--- config.mk ---
export PLATFORM = sky130hd
export DESIGN_NAME = serial_command_line_decoder_flat
export DESIGN_NICKNAME = d
export VERILOG_FILES = /design/src/design/scld_pkg.sv /design/src/design/scld_if.sv /design/src/design/scld_run_fsm.sv /design/src/design/serial_command_line_decoder.sv /design/src/flat_wrapper.sv
export SDC_FILE = /design/constraint.sdc
export NUM_CORES = 1
export LEC_CHECK = 0
export BUFFER_PORTS_ARGS = -buffer_cell sky130_fd_sc_hd__buf_4
export CORE_ASPECT_RATIO = 1.2
export CORE_MARGIN = 2
export CORE_UTILIZATION = 50
export CTS_BUF_LIST = sky130_fd_sc_hd__clkbuf_8
export DETAILED_ROUTE_END_ITERATION = 16
export PLACE_DENSITY = 0.68
export REMOVE_ABC_BUFFERS = 1
export SLEW_MARGIN = 40
export SYNTH_ARGS = -nofsm -noshare
export SYNTH_HDL_FRONTEND = slang
export SYNTH_SLANG_ARGS = --single-unit
--- constraint.sdc ---
create_clock -name clk -period 3.3 [get_ports clk]
set_input_delay 0.165 -clock clk [delete_from_list [all_inputs] [get_ports clk]]
set_output_delay 0.165 -clock clk [all_outputs]
set_load 0.01 [all_outputs]
--- src/design/scld_pkg.sv ---
`timescale 1ns / 1ps

package scld_pkg;

  localparam int LINE_CAP = 96;
  localparam int LEN_W    = $clog2(LINE_CAP);
  localparam int NUM_KEYS = 6;
  localparam int KEY_CHARS = 6;

  typedef enum logic [2:0] {
    EV_HELP     = 3'd0,
    EV_SHOW     = 3'd1,
    EV_START    = 3'd2,
    EV_STOP     = 3'd3,
    EV_PAUSE    = 3'd4,
    EV_RESUME   = 3'd5,
    EV_UNKNOWN  = 3'd6,
    EV_OVERFLOW = 3'd7
  } event_t;

  typedef enum logic [2:0] {
    RS_UNKNOWN = 3'd0,
    RS_STARTED = 3'd1,
    RS_PAUSED  = 3'd2,
    RS_RESUMED = 3'd3,
    RS_STOPPED = 3'd4
  } run_state_t;

  // keyword text, first character in the top byte, zero padded
  localparam logic [8*KEY_CHARS-1:0] KEY_TEXT [NUM_KEYS] = '{
    {"HELP", 16'h0000},
    {"SHOW", 16'h0000},
    {"START", 8'h00},
    {"STOP", 16'h0000},
    {"PAUSE", 8'h00},
    "RESUME"
  };

  localparam logic [2:0] KEY_LEN [NUM_KEYS] = '{3'd4, 3'd4, 3'd5, 3'd4, 3'd5, 3'd6};

  // one decoded line or overflow, handed to the run-state machine
  typedef struct packed {
    logic   valid;
    event_t ev;
  } cmd_t;

  typedef struct packed {
    logic       accepted;
    run_state_t state_next;
  } resp_t;

  function automatic logic [7:0] key_char(input int k, input logic [2:0] pos);
    logic [7:0] ch;
    ch = 8'h00;
    if (pos < 3'(KEY_CHARS)) begin
      ch = KEY_TEXT[k][8*(KEY_CHARS-1-int'(pos)) +: 8];
    end
    return ch;
  endfunction

endpackage

--- src/design/scld_if.sv ---
`timescale 1ns / 1ps

interface scld_in_if;
  logic       valid;
  logic       ready;
  logic [7:0] rx_byte;

  modport source (output valid, output rx_byte, input ready);
  modport sink (input valid, input rx_byte, output ready);
endinterface

interface scld_out_if;
  logic       valid;
  logic       ready;
  logic [2:0] event_res;
  logic       accepted;
  logic [2:0] run_state_out;
  logic       report_enabled;

  modport source (output valid, output event_res, output accepted,
                  output run_state_out, output report_enabled, input ready);
  modport sink (input valid, input event_res, input accepted,
                input run_state_out, input report_enabled, output ready);
endinterface

--- src/design/scld_run_fsm.sv ---
`timescale 1ns / 1ps

module scld_run_fsm
  import scld_pkg::*;
(
  input  logic  clk,
  input  logic  rst,
  input  cmd_t  cmd,
  output resp_t resp
);

  run_state_t run_state;

  always_comb begin
    logic running;
    running = (run_state == RS_STARTED) || (run_state == RS_PAUSED) ||
              (run_state == RS_RESUMED);
    resp.accepted   = 1'b0;
    resp.state_next = run_state;
    unique case (cmd.ev)
      EV_START: begin
        if (!running) begin
          resp.accepted   = 1'b1;
          resp.state_next = RS_STARTED;
        end
      end
      EV_STOP: begin
        resp.accepted   = 1'b1;
        resp.state_next = RS_STOPPED;
      end
      EV_PAUSE: begin
        if (run_state == RS_STARTED || run_state == RS_RESUMED) begin
          resp.accepted   = 1'b1;
          resp.state_next = RS_PAUSED;
        end
      end
      EV_RESUME: begin
        if (run_state == RS_PAUSED) begin
          resp.accepted   = 1'b1;
          resp.state_next = RS_RESUMED;
        end
      end
      default: begin
        resp.accepted   = 1'b0;
        resp.state_next = run_state;
      end
    endcase
  end

  always_ff @(posedge clk) begin
    if (rst) begin
      run_state <= RS_UNKNOWN;
    end else if (cmd.valid) begin
      run_state <= resp.state_next;
    end
  end

endmodule

--- src/design/serial_command_line_decoder.sv ---
`timescale 1ns / 1ps
// Results: a result passes the input register, then the result register, after its
//   terminating or overflowing byte is transferred; a stalled output holds both.
// Throughput: one byte per cycle unless the output stalls; one line-state pass per byte.
// Reset: synchronous, active high; clears run state to unknown, drops any partial
//   line and empties the input and result registers.

module serial_command_line_decoder
  import scld_pkg::*;
(
  input logic       clk,
  input logic       rst,
  scld_in_if.sink   in_ch,
  scld_out_if.source out_ch
);

  typedef enum logic [1:0] {
    TP_BEFORE = 2'd0,
    TP_IN     = 2'd1,
    TP_AFTER  = 2'd2
  } token_phase_t;

  // input register
  logic       s1_valid;
  logic [7:0] s1_byte;
  logic       s1_adv;

  // line state
  logic [LEN_W-1:0]    line_length, line_length_next;
  logic                dropping, dropping_next;
  token_phase_t        token_phase, token_phase_next;
  logic [2:0]          token_length, token_length_next;
  logic [NUM_KEYS-1:0] keyword_match, keyword_match_next;
  logic                content_ended, content_ended_next;

  logic   emit;
  event_t emit_ev;
  cmd_t   cmd;
  resp_t  resp;

  // result register
  logic       out_valid;
  event_t     out_ev;
  logic       out_acc;
  run_state_t out_rs;

  assign s1_adv      = !out_valid || out_ch.ready;
  assign in_ch.ready = !s1_valid || s1_adv;

  always_ff @(posedge clk) begin
    if (rst) begin
      s1_valid <= 1'b0;
    end else if (in_ch.valid && in_ch.ready) begin
      s1_valid <= 1'b1;
    end else if (s1_adv) begin
      s1_valid <= 1'b0;
    end
  end

  always_ff @(posedge clk) begin
    if (in_ch.valid && in_ch.ready) begin
      s1_byte <= in_ch.rx_byte;
    end
  end

  always_comb begin
    logic [7:0] c;
    logic [7:0] u;
    logic       is_term;
    logic       is_sep;
    event_t     hit;
    c       = s1_byte;
    u       = (c >= 8'd97 && c <= 8'd122) ? (c - 8'd32) : c;
    is_term = (c == 8'd13) || (c == 8'd10);
    is_sep  = (c == 8'd32) || (c == 8'd9) || (c == 8'd44);

    hit = EV_UNKNOWN;
    for (int k = NUM_KEYS - 1; k >= 0; k--) begin
      if (keyword_match[k] && token_length == KEY_LEN[k]) begin
        hit = event_t'(3'(k));
      end
    end

    line_length_next   = line_length;
    dropping_next      = dropping;
    token_phase_next   = token_phase;
    token_length_next  = token_length;
    keyword_match_next = keyword_match;
    content_ended_next = content_ended;
    emit               = 1'b0;
    emit_ev            = EV_UNKNOWN;

    priority if (is_term) begin
      if (dropping || line_length != '0) begin
        // terminator closes the line in every case that reaches here
        line_length_next   = '0;
        token_phase_next   = TP_BEFORE;
        token_length_next  = 3'd0;
        keyword_match_next = '1;
        content_ended_next = 1'b0;
        dropping_next      = 1'b0;
        if (!dropping && token_phase != TP_BEFORE) begin
          emit    = 1'b1;
          emit_ev = hit;
        end
      end
    end else if (dropping) begin
      // drop until the next terminator
    end else if (line_length >= LEN_W'(LINE_CAP - 1)) begin
      dropping_next      = 1'b1;
      line_length_next   = '0;
      token_phase_next   = TP_BEFORE;
      token_length_next  = 3'd0;
      keyword_match_next = '1;
      content_ended_next = 1'b0;
      emit               = 1'b1;
      emit_ev            = EV_OVERFLOW;
    end else begin
      line_length_next = line_length + LEN_W'(1);
      priority if (content_ended) begin
      end else if (c == 8'd0) begin
        content_ended_next = 1'b1;
        if (token_phase == TP_IN) token_phase_next = TP_AFTER;
      end else if (is_sep) begin
        if (token_phase == TP_IN) token_phase_next = TP_AFTER;
      end else if (token_phase != TP_AFTER) begin
        token_phase_next = TP_IN;
        for (int k = 0; k < NUM_KEYS; k++) begin
          if (token_length >= KEY_LEN[k] || key_char(k, token_length) != u) begin
            keyword_match_next[k] = 1'b0;
          end
        end
        if (token_length != 3'd7) token_length_next = token_length + 3'd1;
      end else begin
        // hold: bytes after the first token leave it unchanged
      end
    end
  end

  always_ff @(posedge clk) begin
    if (rst) begin
      line_length   <= '0;
      dropping      <= 1'b0;
      token_phase   <= TP_BEFORE;
      token_length  <= 3'd0;
      keyword_match <= '1;
      content_ended <= 1'b0;
    end else if (s1_valid && s1_adv) begin
      line_length   <= line_length_next;
      dropping      <= dropping_next;
      token_phase   <= token_phase_next;
      token_length  <= token_length_next;
      keyword_match <= keyword_match_next;
      content_ended <= content_ended_next;
    end
  end

  assign cmd.valid = s1_valid && s1_adv && emit;
  assign cmd.ev    = emit_ev;

  scld_run_fsm u_run_fsm (
    .clk  (clk),
    .rst  (rst),
    .cmd  (cmd),
    .resp (resp)
  );

  always_ff @(posedge clk) begin
    if (rst) begin
      out_valid <= 1'b0;
    end else if (s1_adv) begin
      out_valid <= s1_valid && emit;
    end
  end

  always_ff @(posedge clk) begin
    if (s1_adv) begin
      out_ev  <= emit_ev;
      out_acc <= resp.accepted;
      out_rs  <= resp.state_next;
    end
  end

  assign out_ch.valid          = out_valid;
  assign out_ch.event_res      = out_ev;
  assign out_ch.accepted       = out_acc;
  assign out_ch.run_state_out  = out_rs;
  assign out_ch.report_enabled = (out_rs == RS_STARTED) || (out_rs == RS_RESUMED);

  a_line_bound: assert property (@(posedge clk) disable iff (rst)
    line_length <= LEN_W'(LINE_CAP - 1))
    else $error("line length beyond capacity");

  a_acc_cmd: assert property (@(posedge clk) disable iff (rst)
    out_valid && out_acc |->
      (out_ev == EV_START || out_ev == EV_STOP || out_ev == EV_PAUSE ||
       out_ev == EV_RESUME))
    else $error("accepted flag on a non run-control result");

  a_ovf_drop: assert property (@(posedge clk) disable iff (rst)
    s1_valid && s1_adv && emit && emit_ev == EV_OVERFLOW |=> dropping)
    else $error("overflow without entering drop mode");

  a_drop_quiet: assert property (@(posedge clk) disable iff (rst)
    dropping |-> line_length == '0 && token_phase == TP_BEFORE)
    else $error("line state not cleared while dropping");

  a_stop_state: assert property (@(posedge clk) disable iff (rst)
    out_valid && out_ev == EV_STOP |-> out_acc && out_rs == RS_STOPPED)
    else $error("stop did not take effect");

endmodule

--- src/flat_wrapper.sv ---
// flat-port wrapper written by rule: the top's interface ports become plain ports
module serial_command_line_decoder_flat import scld_pkg::*;
  (clk, rst, in_ch_valid, in_ch_rx_byte, in_ch_ready, out_ch_valid, out_ch_event_res, out_ch_accepted, out_ch_run_state_out, out_ch_report_enabled, out_ch_ready);
  scld_in_if in_ch_i ();
  scld_out_if out_ch_i ();
  input logic clk;
  input logic rst;
  input wire logic [$bits(in_ch_i.valid)-1:0] in_ch_valid;
  input wire logic [$bits(in_ch_i.rx_byte)-1:0] in_ch_rx_byte;
  output wire logic [$bits(in_ch_i.ready)-1:0] in_ch_ready;
  output wire logic [$bits(out_ch_i.valid)-1:0] out_ch_valid;
  output wire logic [$bits(out_ch_i.event_res)-1:0] out_ch_event_res;
  output wire logic [$bits(out_ch_i.accepted)-1:0] out_ch_accepted;
  output wire logic [$bits(out_ch_i.run_state_out)-1:0] out_ch_run_state_out;
  output wire logic [$bits(out_ch_i.report_enabled)-1:0] out_ch_report_enabled;
  input wire logic [$bits(out_ch_i.ready)-1:0] out_ch_ready;
  assign in_ch_i.valid = in_ch_valid;
  assign in_ch_i.rx_byte = in_ch_rx_byte;
  assign in_ch_ready = in_ch_i.ready;
  assign out_ch_valid = out_ch_i.valid;
  assign out_ch_event_res = out_ch_i.event_res;
  assign out_ch_accepted = out_ch_i.accepted;
  assign out_ch_run_state_out = out_ch_i.run_state_out;
  assign out_ch_report_enabled = out_ch_i.report_enabled;
  assign out_ch_i.ready = out_ch_ready;
  serial_command_line_decoder u_core (.clk(clk), .rst(rst), .in_ch(in_ch_i), .out_ch(out_ch_i));
endmodule
==> run summary <==
Inst Count DP = 396
VDD IR-drop max = 0.205 mV
Vias per cell = 5.97
Pleak = 1.23 nW
Starting Density = 52.5%
Leading area contributor after synthesis = dfxtp_1
Synth top cells by count = 25 x dfxtp_1, 25 x nand2_1, 25 x nor2_1
Buffer count from post-CTS setup fixing = 0
Worst path arrival time = 2.99 ns
Reg2reg start = u_core.token_length[1]$_SDFFE_PP0P_
Clk root buf = clkbuf_8
Fill cells = 484
Worst R2R Path Depth = 8
Initial antenna violation count = 0
Least-Margin Pin Slew = 0.689 ns
Hold crit path type = input port to register
Final Wtd Congestion = 0.884
Minimum clock period after layout = 2.76 ns
Bufs on Longest Clock Path = 2
First-pass GRT wire length = 10600 um
RSZ-0062 raised after global routing = no
WL final = 6260 um
Sequential share of the synthesized area = 33.7%
Die ar. = 6250 um^2
PD cells = 335 nW/um^2
Worst-path clk slew = 0.08 ns
GRT Residual Overflow = 0
Startpoint types = register
CP Data Required Time = 3.53 ns
Synth cell types = 63
Critical Path Sink Type = register
Hold depth = 1
Diode count = 0
Final instance area = 3090 um^2
Area fraction of the dominant cell type after synthesis = 17.8%
Critical path class = register to register
Pin count of the biggest net entering global routing = 17
Rows = 29
Synth Cell Area = 2820 um^2
Most area-consuming cells after synthesis = dfxtp_1 18%, edfxtp_1 16%, ha_1 4.9%
Layout Area Growth over Synthesis = 9.59%
Clock net sink count = 40
Asr flop ratio synth = 0%
Post_cts resized = 0
Post-route ant nets = 0
Core area = 5370 um^2
Die height = 86.2 um
Overall power = 0.00103 W
Worst clock skew = 0.00511 ns
Max Fclk = 363 MHz
TritonCTS clock tree = done
Hold Buf Count CTS = 0
Tot GR Track Use = 21.0%
# nets final = 364
TritonRoute pass-1 iters = 4
Placed instance area = 3010 um^2
Boundary Pins = 22
Synthesized flop and latch total = 40
Initial DRC count = 146
Post-route DRC violation count = 0
Maxcap violations = 0
Crit Path Max Fanout = 15
Non-Filler Instances = 404
Share of cells above drive strength 1 = 13.7%
Endpoints failing setup = 0
CTS Buf Count = 5
Clk_lat worst skew = 0.29 ns
Setup TNS = 0 ns
Crit. Startpoint = u_core.token_length[1]$_SDFFE_PP0P_
Routed vias = 2411
Fin. Hold Viols = 0
WL per Instance = 15.5 um
# H-tree levels = 2
Chip Width = 72.5 um
Top_reg_cell synth = dfxtp_1
Vias in the first global route = 2243
Tcrit/Tclk final = 83.5%
Min-delay src = in_ch_rx_byte[4]
Port-buffer cells = 21
Post-synthesis cell count = 325
Yosys warns = 0
Relative slew slack = 53.4%
Fin. max-slew vios = 0
Placed wire-length estimate = 4670 um
Number of synthesized flops with an enable pin = 15
Syn Area/Cell = 8.67 um^2
Status = complete, no violations
==> sequential cells by signal, summed over array words and instances (netlist names) <==
name,count
u_core.s1_byte,8
u_core.keyword_match,6
u_core.out_ch.accepted,1
u_core.s1_valid,1
u_core.out_ch.run_state_out,3
u_core.out_ch.event_res,3
u_core.out_ch.valid,1
u_core.token_length,3
u_core.content_ended,1
u_core.line_length,7
u_core.dropping,1
u_core.u_run_fsm.run_state,3
u_core.token_phase,2
==> logic make-up (layout without fill, tap and decap cells) <==
group	after synthesis	after routing	share of synthesized area (%)
simple gates	127	127	24.8
compound gates	87	87	22.1
flops	40	40	33.7
buf+inv	28	45	3.91
xor+xnor	24	24	7.46
fa+ha+maj	11	11	4.88
mux	8	8	3.06
==> critical path, stage by stage (launching register included) <==
cell,delay [ns]
dfxtp_1,0.63
inv_1,0.17
ha_1,0.48
nand2b_1,0.26
a211oi_1,0.49
xnor2_1,0.19
o2111ai_1,0.13
nor4_1,0.22
a211o_1,0.13
==> metal layers <==
metal | share of wire (%) | vias to the layer above | global-route usage [%]
met3 | 4.6 | 8 | 3.84
li1 | - | 1235 | -
met5 | 0 | - | 0
met1 | 45 | 1100 | 26.2
met4 | 1.0 | 0 | 6.06
met2 | 49 | 68 | 36.7
==> cells in the final DEF (no fill, tap or decap), types with 4 or more instances in the layout <==
cell type  count
nor3_1         5
o21ai_0       15
nor4_1         5
dfxtp_1       25
buf_4         22
and2_1         7
a211oi_1       6
nand2_1       25
mux2_2         5
nand4_1        8
nor2_1        25
xor2_1        15
o22ai_1        4
ha_1          11
clkbuf_8       5
o211a_1        4
a31oi_1        4
edfxtp_1      15
o21a_1         5
inv_1         16
or3_1          5
nand2b_1       5
a21oi_1       16
nand3_1       14
xnor2_1        9
nor2b_1        7
==> stage by stage <==
| step | utilization [%] | worst slack (ns) | hold slack [ns] |
|---|---|---|---|
| finish | 57.5 | 0.545 | 0.0477 |
| global route | 57.5 | 0.253 | 0.0351 |
| global placement | 56.0 | 0.675 | 0.343 |
| detailed placement | 56.0 | 0.598 | 0.344 |
| CTS | 57.5 | 0.562 | 0.0412 |
| floorplan | - | 0.922 | 0.234 |
==> power by group <==
part / total, W / switching, W / internal [W] / leakage [nW]
Sequential: 0.000568 / 0.0000389 / 0.000529 / 0.360
Combinational: 0.000160 / 0.0000862 / 0.0000736 / 0.822
Clock: 0.000307 / 0.000164 / 0.000142 / 0.0505
Total: 0.00103 / 0.000289 / 0.000745 / 1.23
==> worst paths after layout <==
| kind | to | slack [ns] |
|---|---|---|
| min reg2reg | u_core.content_ended$_SDFFE_PP0P_ | 0.48 |
| max reg2reg | u_core.keyword_match[5]$_SDFFE_PP1P_ | 0.54 |
| max | u_core.keyword_match[5]$_SDFFE_PP1P_ | 0.54 |
| min | u_core.s1_byte[4]$_DFFE_PP_ | 0.05 |
==> final cells by class <==
cell class	count	area, um^2	area share (%)
clock buffers	5	68.8	2.23
repair buffers	22	165	5.35
inverters	15	56.3	1.82
multi-input cells	257	1760	56.9
clock inverters	3	12.5	0.405
well taps	62	77.6	2.51
flip-flops and latches	40	951	30.8
Power figures use the tool's default switching activity.
